===== src/rtl/event_code_range_filter_macros.svh =====
// ----------------------------------------------------------------------------
// event code range filter assertion macros
// shared property wrappers, clocked on clock and disabled in reset
// ----------------------------------------------------------------------------
`ifndef EVENT_CODE_RANGE_FILTER_MACROS_SVH
`define EVENT_CODE_RANGE_FILTER_MACROS_SVH

// same-cycle implication
`define ECRF_ASSERT_NOW(label, clk, rst, ante, cons) \
   label: assert property (@(posedge clk) disable iff (rst) (ante) |-> (cons)) \
      else $error("event filter check failed");

// next-cycle implication
`define ECRF_ASSERT_NEXT(label, clk, rst, ante, cons) \
   label: assert property (@(posedge clk) disable iff (rst) (ante) |=> (cons)) \
      else $error("event filter check failed");

`endif


===== src/rtl/ecrf_pkg.sv =====
// ----------------------------------------------------------------------------
// ecrf_pkg
// types, codes and the rule test shared by the event code range filter
// ----------------------------------------------------------------------------
`timescale 1ns / 1ps

package ecrf_pkg;

   localparam int TYPE_W  = 16;
   localparam int CODE_W  = 16;
   localparam int VALUE_W = 32;
   localparam int MODE_W  = 2;

   localparam int RULE_SLOTS_DEFAULT = 16;

   localparam logic KIND_EVENT = 1'b0;
   localparam logic KIND_ADD   = 1'b1;

   localparam logic [MODE_W-1:0] MODE_ANY    = 2'd0;
   localparam logic [MODE_W-1:0] MODE_EXACT  = 2'd1;
   localparam logic [MODE_W-1:0] MODE_RANGE  = 2'd2;
   localparam logic [MODE_W-1:0] MODE_UNUSED = 2'd3;

   typedef struct packed {
      logic [TYPE_W-1:0] type_id;
      logic [MODE_W-1:0] mode;
      logic [CODE_W-1:0] low;
      logic [CODE_W-1:0] high;
   } rule_entry_type;

   function automatic logic rule_passes(input rule_entry_type rule,
                                        input logic [TYPE_W-1:0] ev_type,
                                        input logic [CODE_W-1:0] ev_code);
      logic pass;
      pass = 1'b0;
      if (rule.type_id == ev_type) begin
         case (rule.mode)
            MODE_ANY:   pass = 1'b1;
            MODE_EXACT: pass = (rule.low == ev_code);
            MODE_RANGE: pass = (ev_code >= rule.low) && (ev_code <= rule.high);
            default:    pass = 1'b0;
         endcase
      end
      return pass;
   endfunction

endpackage


===== src/rtl/ecrf_if.sv =====
// ----------------------------------------------------------------------------
// ecrf channel interfaces
// valid/ready channels for items, results and the control register write
// ----------------------------------------------------------------------------
`timescale 1ns / 1ps

interface ecrf_req_if import ecrf_pkg::*; ();
   logic                      valid;
   logic                      ready;
   logic                      kind;
   logic [TYPE_W-1:0]         item_type;
   logic [CODE_W-1:0]         item_code;
   logic signed [VALUE_W-1:0] item_value;
   logic [MODE_W-1:0]         rule_mode;
   logic [CODE_W-1:0]         range_low;
   logic [CODE_W-1:0]         range_high;

   modport source (output valid, kind, item_type, item_code, item_value, rule_mode,
                   range_low, range_high, input ready);
   modport sink (input valid, kind, item_type, item_code, item_value, rule_mode,
                 range_low, range_high, output ready);
endinterface

interface ecrf_rsp_if import ecrf_pkg::*; ();
   logic                      valid;
   logic                      ready;
   logic                      forwarded;
   logic [TYPE_W-1:0]         out_type;
   logic [CODE_W-1:0]         out_code;
   logic signed [VALUE_W-1:0] out_value;
   logic                      table_full;

   modport source (output valid, forwarded, out_type, out_code, out_value, table_full,
                   input ready);
   modport sink (input valid, forwarded, out_type, out_code, out_value, table_full,
                 output ready);
endinterface

interface ecrf_csr_if ();
   logic valid;
   logic ready;
   logic invert_match;

   modport source (output valid, invert_match, input ready);
   modport sink (input valid, invert_match, output ready);
endinterface


===== src/rtl/event_code_range_filter.sv =====
// ----------------------------------------------------------------------------
// event_code_range_filter
// filters events against a rule table held in a one-write, one-read rule memory
// ----------------------------------------------------------------------------
// req_chan carries items: kind 0 is an event, kind 1 adds a rule. rsp_chan
// returns exactly one result item for every request item, in order.
// csr_chan writes invert_match and is always ready. The user must write it
// only while idle; the block itself does not enforce this.
// An add item is written to the rule memory in its accept cycle; its result
// then passes through the finish state to the output register. An event item
// scans the stored rules one per cycle through the registered-read rule
// memory, in the scan, last and finish states (straight to finish with an
// empty table). A new item is accepted once the previous one has been moved
// to the output register, so the block works on one item at a time.
//
// Reset empties the rule table, clears invert_match and drops any pending
// result. While the receiver stalls, the finished result waits in the output
// register; the next item is accepted and worked on, and waits for that
// register before it completes.
// ----------------------------------------------------------------------------
`timescale 1ns / 1ps
`include "event_code_range_filter_macros.svh"

module event_code_range_filter import ecrf_pkg::*; #(
   parameter int RULE_SLOTS = RULE_SLOTS_DEFAULT
) (
   input  logic      clock,
   input  logic      reset,
   ecrf_req_if.sink   req_chan,
   ecrf_rsp_if.source rsp_chan,
   ecrf_csr_if.sink   csr_chan
);

   localparam int IDX_W = (RULE_SLOTS > 1) ? $clog2(RULE_SLOTS) : 1;
   localparam int CNT_W = $clog2(RULE_SLOTS + 1);

   localparam logic [1:0] ST_IDLE   = 2'd0;
   localparam logic [1:0] ST_SCAN   = 2'd1;
   localparam logic [1:0] ST_LAST   = 2'd2;
   localparam logic [1:0] ST_FINISH = 2'd3;

   logic [1:0]                state_ff, state_in;
   logic [CNT_W-1:0]          count_ff;
   logic [IDX_W-1:0]          idx_ff;
   logic                      invert_ff;
   logic                      hit_ff;
   logic                      rd_valid_ff;
   rule_entry_type            rd_rule_ff;
   rule_entry_type            rule_mem [RULE_SLOTS];

   logic                      kind_ff;
   logic                      full_ff;
   logic [TYPE_W-1:0]         type_ff;
   logic [CODE_W-1:0]         code_ff;
   logic signed [VALUE_W-1:0] value_ff;

   logic                      rsp_valid_ff;
   logic                      rsp_fwd_ff;
   logic                      rsp_full_ff;
   logic [TYPE_W-1:0]         rsp_type_ff;
   logic [CODE_W-1:0]         rsp_code_ff;
   logic signed [VALUE_W-1:0] rsp_value_ff;

   logic           req_acc;
   logic           table_is_full;
   logic           add_ok;
   logic           out_free;
   logic           finish_go;
   logic           last_idx;
   logic           fwd_in;
   rule_entry_type new_rule;

   assign req_chan.ready = (state_ff == ST_IDLE);
   assign req_acc        = req_chan.valid && req_chan.ready;
   assign table_is_full  = (count_ff == CNT_W'(RULE_SLOTS));
   assign add_ok         = req_acc && (req_chan.kind == KIND_ADD)
                           && (req_chan.rule_mode != MODE_UNUSED) && !table_is_full;
   assign out_free       = !rsp_valid_ff || rsp_chan.ready;
   assign finish_go      = (state_ff == ST_FINISH) && out_free;
   assign last_idx       = ((CNT_W'(idx_ff) + CNT_W'(1)) == count_ff);
   assign fwd_in         = (kind_ff == KIND_EVENT) && (hit_ff != invert_ff);

   assign csr_chan.ready = 1'b1;

   always_comb begin
      new_rule.type_id = req_chan.item_type;
      new_rule.mode    = req_chan.rule_mode;
      new_rule.low     = '0;
      new_rule.high    = '0;
      if (req_chan.rule_mode == MODE_EXACT) begin
         new_rule.low  = req_chan.item_code;
         new_rule.high = req_chan.item_code;
      end else if (req_chan.rule_mode == MODE_RANGE) begin
         new_rule.low  = req_chan.range_low;
         new_rule.high = req_chan.range_high;
      end
   end

   always_comb begin
      state_in = state_ff;
      unique case (state_ff)
         ST_IDLE: begin
            if (req_acc) begin
               if (req_chan.kind == KIND_ADD || count_ff == '0) begin
                  state_in = ST_FINISH;
               end else begin
                  state_in = ST_SCAN;
               end
            end
         end
         ST_SCAN: begin
            if (last_idx) begin
               state_in = ST_LAST;
            end
         end
         ST_LAST: begin
            state_in = ST_FINISH;
         end
         ST_FINISH: begin
            if (out_free) begin
               state_in = ST_IDLE;
            end
         end
         default: state_in = ST_IDLE;
      endcase
   end

   // control
   always_ff @(posedge clock) begin
      if (reset) begin
         state_ff     <= ST_IDLE;
         count_ff     <= '0;
         invert_ff    <= 1'b0;
         rd_valid_ff  <= 1'b0;
         rsp_valid_ff <= 1'b0;
      end else begin
         state_ff    <= state_in;
         rd_valid_ff <= (state_ff == ST_SCAN);
         if (add_ok) begin
            count_ff <= count_ff + CNT_W'(1);
         end
         if (csr_chan.valid && csr_chan.ready) begin
            invert_ff <= csr_chan.invert_match;
         end
         if (finish_go) begin
            rsp_valid_ff <= 1'b1;
         end else if (rsp_chan.ready) begin
            rsp_valid_ff <= 1'b0;
         end
      end
   end

   // rule memory, one write and one registered read port
   always_ff @(posedge clock) begin
      if (add_ok) begin
         rule_mem[count_ff[IDX_W-1:0]] <= new_rule;
      end
   end

   always_ff @(posedge clock) begin
      rd_rule_ff <= rule_mem[idx_ff];
   end

   // item capture and rule scan
   always_ff @(posedge clock) begin
      if (req_acc) begin
         kind_ff  <= req_chan.kind;
         type_ff  <= req_chan.item_type;
         code_ff  <= req_chan.item_code;
         value_ff <= req_chan.item_value;
         full_ff  <= (req_chan.kind == KIND_ADD) && (req_chan.rule_mode != MODE_UNUSED)
                     && table_is_full;
         idx_ff   <= '0;
         hit_ff   <= 1'b0;
      end else begin
         if (state_ff == ST_SCAN && !last_idx) begin
            idx_ff <= idx_ff + IDX_W'(1);
         end
         if (rd_valid_ff && rule_passes(rd_rule_ff, type_ff, code_ff)) begin
            hit_ff <= 1'b1;
         end
      end
   end

   // output register
   always_ff @(posedge clock) begin
      if (finish_go) begin
         rsp_fwd_ff   <= fwd_in;
         rsp_full_ff  <= full_ff;
         rsp_type_ff  <= fwd_in ? type_ff : '0;
         rsp_code_ff  <= fwd_in ? code_ff : '0;
         rsp_value_ff <= fwd_in ? value_ff : '0;
      end
   end

   assign rsp_chan.valid      = rsp_valid_ff;
   assign rsp_chan.forwarded  = rsp_fwd_ff;
   assign rsp_chan.table_full = rsp_full_ff;
   assign rsp_chan.out_type   = rsp_type_ff;
   assign rsp_chan.out_code   = rsp_code_ff;
   assign rsp_chan.out_value  = rsp_value_ff;

   `ECRF_ASSERT_NOW(a_count_bound, clock, reset, 1'b1, count_ff <= CNT_W'(RULE_SLOTS))
   `ECRF_ASSERT_NOW(a_full_not_fwd, clock, reset, rsp_valid_ff && rsp_full_ff, !rsp_fwd_ff)
   `ECRF_ASSERT_NEXT(a_full_keeps_count, clock, reset, req_acc && table_is_full, count_ff == $past(count_ff))
   `ECRF_ASSERT_NEXT(a_scan_reads_stored, clock, reset, state_ff == ST_SCAN, CNT_W'($past(idx_ff)) < count_ff)

endmodule

===== src/flat_wrapper.sv =====
// flat-port wrapper written by rule: the top's interface ports become plain ports
module event_code_range_filter_flat import ecrf_pkg::*;
#(
   parameter int RULE_SLOTS = RULE_SLOTS_DEFAULT
)
  (clock, reset, req_chan_valid, req_chan_kind, req_chan_item_type, req_chan_item_code, req_chan_item_value, req_chan_rule_mode, req_chan_range_low, req_chan_range_high, req_chan_ready, rsp_chan_valid, rsp_chan_forwarded, rsp_chan_out_type, rsp_chan_out_code, rsp_chan_out_value, rsp_chan_table_full, rsp_chan_ready, csr_chan_valid, csr_chan_invert_match, csr_chan_ready);
  ecrf_req_if req_chan_i ();
  ecrf_rsp_if rsp_chan_i ();
  ecrf_csr_if csr_chan_i ();
  input  logic clock;
  input  logic reset;
  input wire logic [$bits(req_chan_i.valid)-1:0] req_chan_valid;
  input wire logic [$bits(req_chan_i.kind)-1:0] req_chan_kind;
  input wire logic [$bits(req_chan_i.item_type)-1:0] req_chan_item_type;
  input wire logic [$bits(req_chan_i.item_code)-1:0] req_chan_item_code;
  input wire logic [$bits(req_chan_i.item_value)-1:0] req_chan_item_value;
  input wire logic [$bits(req_chan_i.rule_mode)-1:0] req_chan_rule_mode;
  input wire logic [$bits(req_chan_i.range_low)-1:0] req_chan_range_low;
  input wire logic [$bits(req_chan_i.range_high)-1:0] req_chan_range_high;
  output wire logic [$bits(req_chan_i.ready)-1:0] req_chan_ready;
  output wire logic [$bits(rsp_chan_i.valid)-1:0] rsp_chan_valid;
  output wire logic [$bits(rsp_chan_i.forwarded)-1:0] rsp_chan_forwarded;
  output wire logic [$bits(rsp_chan_i.out_type)-1:0] rsp_chan_out_type;
  output wire logic [$bits(rsp_chan_i.out_code)-1:0] rsp_chan_out_code;
  output wire logic [$bits(rsp_chan_i.out_value)-1:0] rsp_chan_out_value;
  output wire logic [$bits(rsp_chan_i.table_full)-1:0] rsp_chan_table_full;
  input wire logic [$bits(rsp_chan_i.ready)-1:0] rsp_chan_ready;
  input wire logic [$bits(csr_chan_i.valid)-1:0] csr_chan_valid;
  input wire logic [$bits(csr_chan_i.invert_match)-1:0] csr_chan_invert_match;
  output wire logic [$bits(csr_chan_i.ready)-1:0] csr_chan_ready;
  assign req_chan_i.valid = req_chan_valid;
  assign req_chan_i.kind = req_chan_kind;
  assign req_chan_i.item_type = req_chan_item_type;
  assign req_chan_i.item_code = req_chan_item_code;
  assign req_chan_i.item_value = req_chan_item_value;
  assign req_chan_i.rule_mode = req_chan_rule_mode;
  assign req_chan_i.range_low = req_chan_range_low;
  assign req_chan_i.range_high = req_chan_range_high;
  assign req_chan_ready = req_chan_i.ready;
  assign rsp_chan_valid = rsp_chan_i.valid;
  assign rsp_chan_forwarded = rsp_chan_i.forwarded;
  assign rsp_chan_out_type = rsp_chan_i.out_type;
  assign rsp_chan_out_code = rsp_chan_i.out_code;
  assign rsp_chan_out_value = rsp_chan_i.out_value;
  assign rsp_chan_table_full = rsp_chan_i.table_full;
  assign rsp_chan_i.ready = rsp_chan_ready;
  assign csr_chan_i.valid = csr_chan_valid;
  assign csr_chan_i.invert_match = csr_chan_invert_match;
  assign csr_chan_ready = csr_chan_i.ready;
  event_code_range_filter #(.RULE_SLOTS(RULE_SLOTS)) u_core (.clock(clock), .reset(reset), .req_chan(req_chan_i), .rsp_chan(rsp_chan_i), .csr_chan(csr_chan_i));
endmodule

===== config.mk =====
export PLATFORM = sky130hd
export DESIGN_NAME = event_code_range_filter_flat
export DESIGN_NICKNAME = d
export VERILOG_FILES = /design/src/rtl/ecrf_pkg.sv /design/src/rtl/ecrf_if.sv /design/src/rtl/event_code_range_filter.sv /design/src/flat_wrapper.sv
export VERILOG_INCLUDE_DIRS = /design/src /design/src/rtl
export SDC_FILE = /design/constraint.sdc
export NUM_CORES = 1
export LEC_CHECK = 0
export BUFFER_PORTS_ARGS = -buffer_cell sky130_fd_sc_hd__buf_2
export CAP_MARGIN = 20
export CORE_ASPECT_RATIO = 1.75
export CORE_MARGIN = 3
export CORE_UTILIZATION = 45
export CTS_CLUSTER_SIZE = 10
export DETAILED_ROUTE_END_ITERATION = 10
export SLEW_MARGIN = 20
export SYNTH_ARGS = -nofsm -noshare
export SYNTH_HDL_FRONTEND = slang
export SYNTH_SLANG_ARGS = --single-unit

===== constraint.sdc =====
create_clock -name clock -period 6 [get_ports clock]
set_input_delay 0.3 -clock clock [delete_from_list [all_inputs] [get_ports clock]]
set_output_delay 0.3 -clock clock [all_outputs]
set_load 0.05 [all_outputs]

# Yosys cells after proc, flatten, opt, wreduce, memory -nomap -nowiden
# Memory sizes are Yosys's and may differ from the RTL's. A register that Yosys moved wholly into a read port is not among the register bits.
# Cells that the tools add are included.
# op_classes
n_lt_le_gt_ge	2
n_reduce_logical	21
bitwise	1
n_eq_ne	16
addsub	3
n_mux	14
# op_table
op	count
$mux W32	2
$eq A16 B16 Y1	2
$ge A16 B16 Y1	1
$le A16 B16 Y1	1
$logic_and A1 B1 Y1	11
$eq A2 B2 Y1 const B	4
$mux W2	4
$pmux W2 S4	1
$eq A2 B1 Y1 const B	3
$mux W1	6
$add A4 B1 Y5 const B	1
$add A5 B1 Y5 const B	1
$eq A5 B5 Y1	1
$eq A5 B5 Y1 const B	1
$logic_not A5 Y1	1
$add A4 B1 Y4 const B	1
$logic_not A2 Y1	2
$ne A2 B1 Y1 const B	2
$ne A2 B2 Y1 const B	2
$logic_not A1 Y1	3
$pmux W1 S3	1
$reduce_and A3 Y1	1
$logic_or A1 B1 Y1	2
$reduce_bool A2 Y1	1
2 further kinds	2
# word_totals
inputBits	105
ram_bits	800
memories	1
reg_bits	147
# memory_table
name	words	word_bits	rd	rd_clocked_by_memory_dff	write_ports	line_no	source
u_core.rule_mem	16	50	1	1	1	event_code_range_filter.sv:49	rule_entry_type rule_mem [RULE_SLOTS];

# Logic depth before layout (Yosys ltp)
# logic_depth
word_depth	7
mapped_depth	7
mapped_depth_nobuf	7

# Worst setup path after synthesis
# Ideal clock, no wire load.
# synth_timing
path_kind	register to register
from	reg u_core.state_ff[0]
to	mem u_core.rule_mem[7][0] (netlist name), enable pin
path_stages_with_launch	7
path_buffers	0
t_arrival_ns	4.963
setup_time_ns	0.520
path_slack_ns	0.518
synth_period_minus_slack_ns	5.482
cell_sequence	dfxtp_1 inv_1 ha_1 nand2_1 nor2_1 nand2_1 nor3_1
# synth_between
elab_chain_len	7
# synth_lines
element	line_no	source
start: declaration	event_code_range_filter.sv:42	logic [1:0] state_ff, state_in;
start signal: assignment	event_code_range_filter.sv:137	state_ff <= state_in;
$logic_not A2 Y1	event_code_range_filter.sv:73	assign req_chan.ready = (state_ff == ST_IDLE);
net req_chan_ready	flat_wrapper.sv:20	output wire logic [$bits(req_chan_i.ready)-1:0] req_chan_ready;
$logic_and A1 B1 Y1	event_code_range_filter.sv:74	assign req_acc = req_chan.valid && req_chan.ready;
$logic_and A1 B1 Y1	event_code_range_filter.sv:76	assign add_ok = req_acc && (req_chan.kind == KIND_ADD)
$logic_and A1 B1 Y1 (2 in a row)	event_code_range_filter.sv:77	&& (req_chan.rule_mode != MODE_UNUSED) && !table_is_full;
$mux W1	event_code_range_filter.sv:155	if (add_ok) begin
$mux W1 (implied by the code)	event_code_range_filter.sv:156	rule_mem[count_ff[IDX_W-1:0]] <= new_rule;
end: declaration	event_code_range_filter.sv:49	
# The timed path passes the listed nets, and every way through them passes these cells.

# Final worst setup path
# layout_timing
from	reg u_core.state_ff[1]
to	mem u_core.rule_mem[3][28] (netlist name), enable pin
# layout_between
elab_chain_len	7
# layout_lines
element	line_no
$logic_not A2 Y1	event_code_range_filter.sv:73
$logic_and A1 B1 Y1	event_code_range_filter.sv:74
$logic_and A1 B1 Y1	event_code_range_filter.sv:76
$logic_and A1 B1 Y1 (2 in a row)	event_code_range_filter.sv:77
$mux W1	event_code_range_filter.sv:155
$mux W1 (implied by the code)	event_code_range_filter.sv:156
# Every way passes these cells.

==> results_dict.tcl <==
set metrics [dict create \
    status "completed" \
    nFillCells 6357 \
    cts-root-buf "clkbuf_16" \
    dpl-instance-area_um2 39900 \
    multi_input_area_um2 7960 \
    numPortBuffers 172 \
    p_per_area_nw_per_um2 402 \
    relSlewSlack_pct 26.9 \
    synth_most_common_cell "edfxtp_1" \
    drive_above_1_share_pct 29.2 \
    grt_pass1_vias 18882 \
    cp_max_fo 26 \
    dp.cells 2853 \
    crit_cells 6 \
    dpl_worst_slack_ps 2440 \
    clock_sinks 997 \
    hold_viol_final 0 \
    drt_iter0_drc 1402 \
    initial_core_util_pct 45.7 \
    clock_path_buffers 3 \
    cp_cell_sequence "inv_1, ha_1, nand2_1, a311oi_1, and3_2, buf_4" \
    grt_pass1_wl_mm 126 \
    skew_ps 28.3 \
    critical-path-top-delay-family "simple AND/OR/NAND/NOR gates" \
    r2r_start "u_core.state_ff[1]" \
    ys_ff_latch 997 \
    fp.dieH_um 389 \
    postLayoutCellArea_um2 43800 \
    r2r_cells 6 \
    cts_tree "built" \
    ant_nets 0 \
    clk_pin_slew_ps 60 \
    yosys-top-cells-count "edfxtp_1 (932), mux4_2 (250), dfxtp_1 (65), and2_1 (64), inv_1 (46)" \
    synth_ff_type "edfxtp_1" \
    synth.distinct_cells 53 \
    layoutNonFillerInstCount 3126 \
    synth_nets 1811 \
    tightest_slew_ps 1100 \
    drv_cap 0 \
    rows 139 \
    ys_warn_count 0 \
    clkLatencyLatePin_ps 680 \
    final_util_pct 53.1 \
    criticalPathCategory "register to register" \
    grt_usage_pct 19.9 \
    required_ps 6300 \
    slowest_stage "and3_2" \
    async_reset_ff_share_pct 0 \
    via_per_inst 5.62 \
    wl_per_cell_um 27.2 \
    die-area_um2 87300 \
    num_vias 17558 \
    final_net_count 2123 \
    syn_area_per_cell_um2 22.6 \
    core_area_um2 82400 \
    io_pins 174 \
    chipWidth_um 225 \
    dp_hpwl_mm 47.9 \
    worst_ep_arrival_time_ps 3940 \
    antenna_found_initial 3 \
    drc 0 \
    grt_max_degree 121 \
    crit_start "u_core.state_ff[1]" \
    hold_slack_ps 59.9 \
    htree_levels 3 \
    hp-class "input port to register" \
    slew_viol_final 0 \
    finalWorstSetupSlack_ps 2370 \
    synth-edff-count 932 \
    hp-start "req_chan_item_type[10]" \
    post-route-period-util_pct 60.5 \
    ff_latch_area_um2 29300 \
    worst-path-buf-inv 2 \
    cts_buffers 110 \
    synth_area_um2 37600 \
    rr_endpoint "u_core.rule_mem[3][28]" \
    firstDrtPassIters 5 \
    synthTopCellsByArea "edfxtp_1 (74%), mux4_2 (15%), dfxtp_1 (3.5%), ha_1 (1.4%), and2_1 (1.1%)" \
    gp_congestion 0.802 \
    worstSetupStartpointType "register" \
    drt_wl_total_mm 85.0 \
    overflow 0 \
    fin_setup_tns_ps 0 \
    synth_top_area_share_pct 74.4 \
    synthCells 1665 \
    power_mw 17.6 \
    power.leakage_nw 14.3 \
    r2r_slack_ps 2370 \
    ir_drop_uv 344 \
    slowest_delay_ps 940 \
    ys_seq_area_share_pct 77.8 \
    area_growth_syn_to_layout_pct 16.3 \
    final.min_clock_period_ps 3630 \
    setup_violations 0 \
    crit_end "u_core.rule_mem[3][28]" \
    fmax_mhz 275 \
    synth_top_area_cell "edfxtp_1" \
    worstSetupEndpointType "register" \
    rsz0062_at_grt "no" \
]
cell type report:
type	instances	area share, %
flip-flops and latches	997	66.9
multi-input cells	547	18.2
clock buffers	195	7.11
repair buffers	275	4.21
well taps	1057	3.02
inverters	46	0.397
clock inverters	7	0.143
diodes	2	0.0114
sequential cells by signal (all words and copies together) (netlist names), 2 cells and up:
signal                     count
u_core.rule_mem              800
u_core.rd_rule_ff             50
u_core.rsp_chan.out_value     32
u_core.value_ff               32
u_core.code_ff                16
u_core.rsp_chan.out_code      16
u_core.rsp_chan.out_type      16
u_core.type_ff                16
u_core.count_ff                5
u_core.idx_ff                  4
u_core.state_ff                2
what timing repair did:
action	CTS	global route
hold endpoints to repair	310	0
hold buffers	69	0
buffers inserted	0	0
resized for setup	0	0
how the worst min path moves through the flow:
stage | endpoint | cells after the start
after floorplan | u_core.code_ff[0] | 0
after global placement | u_core.rsp_chan.table_full | 0
final | u_core.rule_mem[11][44] | 1
after detailed placement | u_core.rsp_chan.table_full | 0
after global routing | u_core.rule_mem[11][44] | 1
after CTS | u_core.rule_mem[8][44] | 1
layout by cell type (no fill, tap or decap), types with 12 or more instances in the layout:
master	instances
a21oi_1	12
a22o_1	32
and2_1	63
buf_2	172
buf_4	31
clkbuf_1	83
clkbuf_16	112
dfxtp_1	61
dlygate4sd3_1	69
edfxtp_1	932
ha_1	41
inv_1	45
mux4_2	250
nor2_1	16
xnor2_1	19
kinds of logic (layout without fill, tap and decap cells):
| logic type | count (synthesis) | count (layout) | synth area share (%) |
|---|---|---|---|
| buf+inv | 121 | 523 | 1.33 |
| mux | 252 | 252 | 15.0 |
| fa+ha+maj | 41 | 41 | 1.36 |
| other cells | 1 | 3 | 0.00996 |
| simple gates | 145 | 145 | 2.16 |
| compound gates | 83 | 83 | 1.73 |
| flops | 997 | 997 | 77.8 |
| xor+xnor | 25 | 25 | 0.582 |
report_power, final:
part / switching, mW / leakage, nW / total [mW] / internal [mW]
registers: 0.311 / 9.06 / 8.39 / 8.07
logic: 1.68 / 3.72 / 3.20 / 1.52
clock network: 2.54 / 1.50 / 6.01 / 3.47
total: 4.53 / 14.3 / 17.6 / 13.1
worst reg2reg max path: cells and delay by family (launching register included):
| kind | cells | cell delay (ps) |
|---|---|---|
| DFF | 1 | 340 |
| adders and majority gates | 1 | 270 |
| and+or+nand+nor | 2 | 1180 |
| buffers and inverters | 2 | 710 |
| AOI/OAI and AO/OA | 1 | 750 |
routing by layer:
| metal | vias up | GRT usage [%] | share of wire, % |
|---|---|---|---|
| met5 | - | 0 | 0 |
| met4 | 0 | 5.68 | 2.1 |
| met3 | 124 | 3.66 | 5.4 |
| met2 | 575 | 34.6 | 53 |
| met1 | 9304 | 25.7 | 40 |
| li1 | 7555 | - | - |
(Power assumes the default switching activity.)
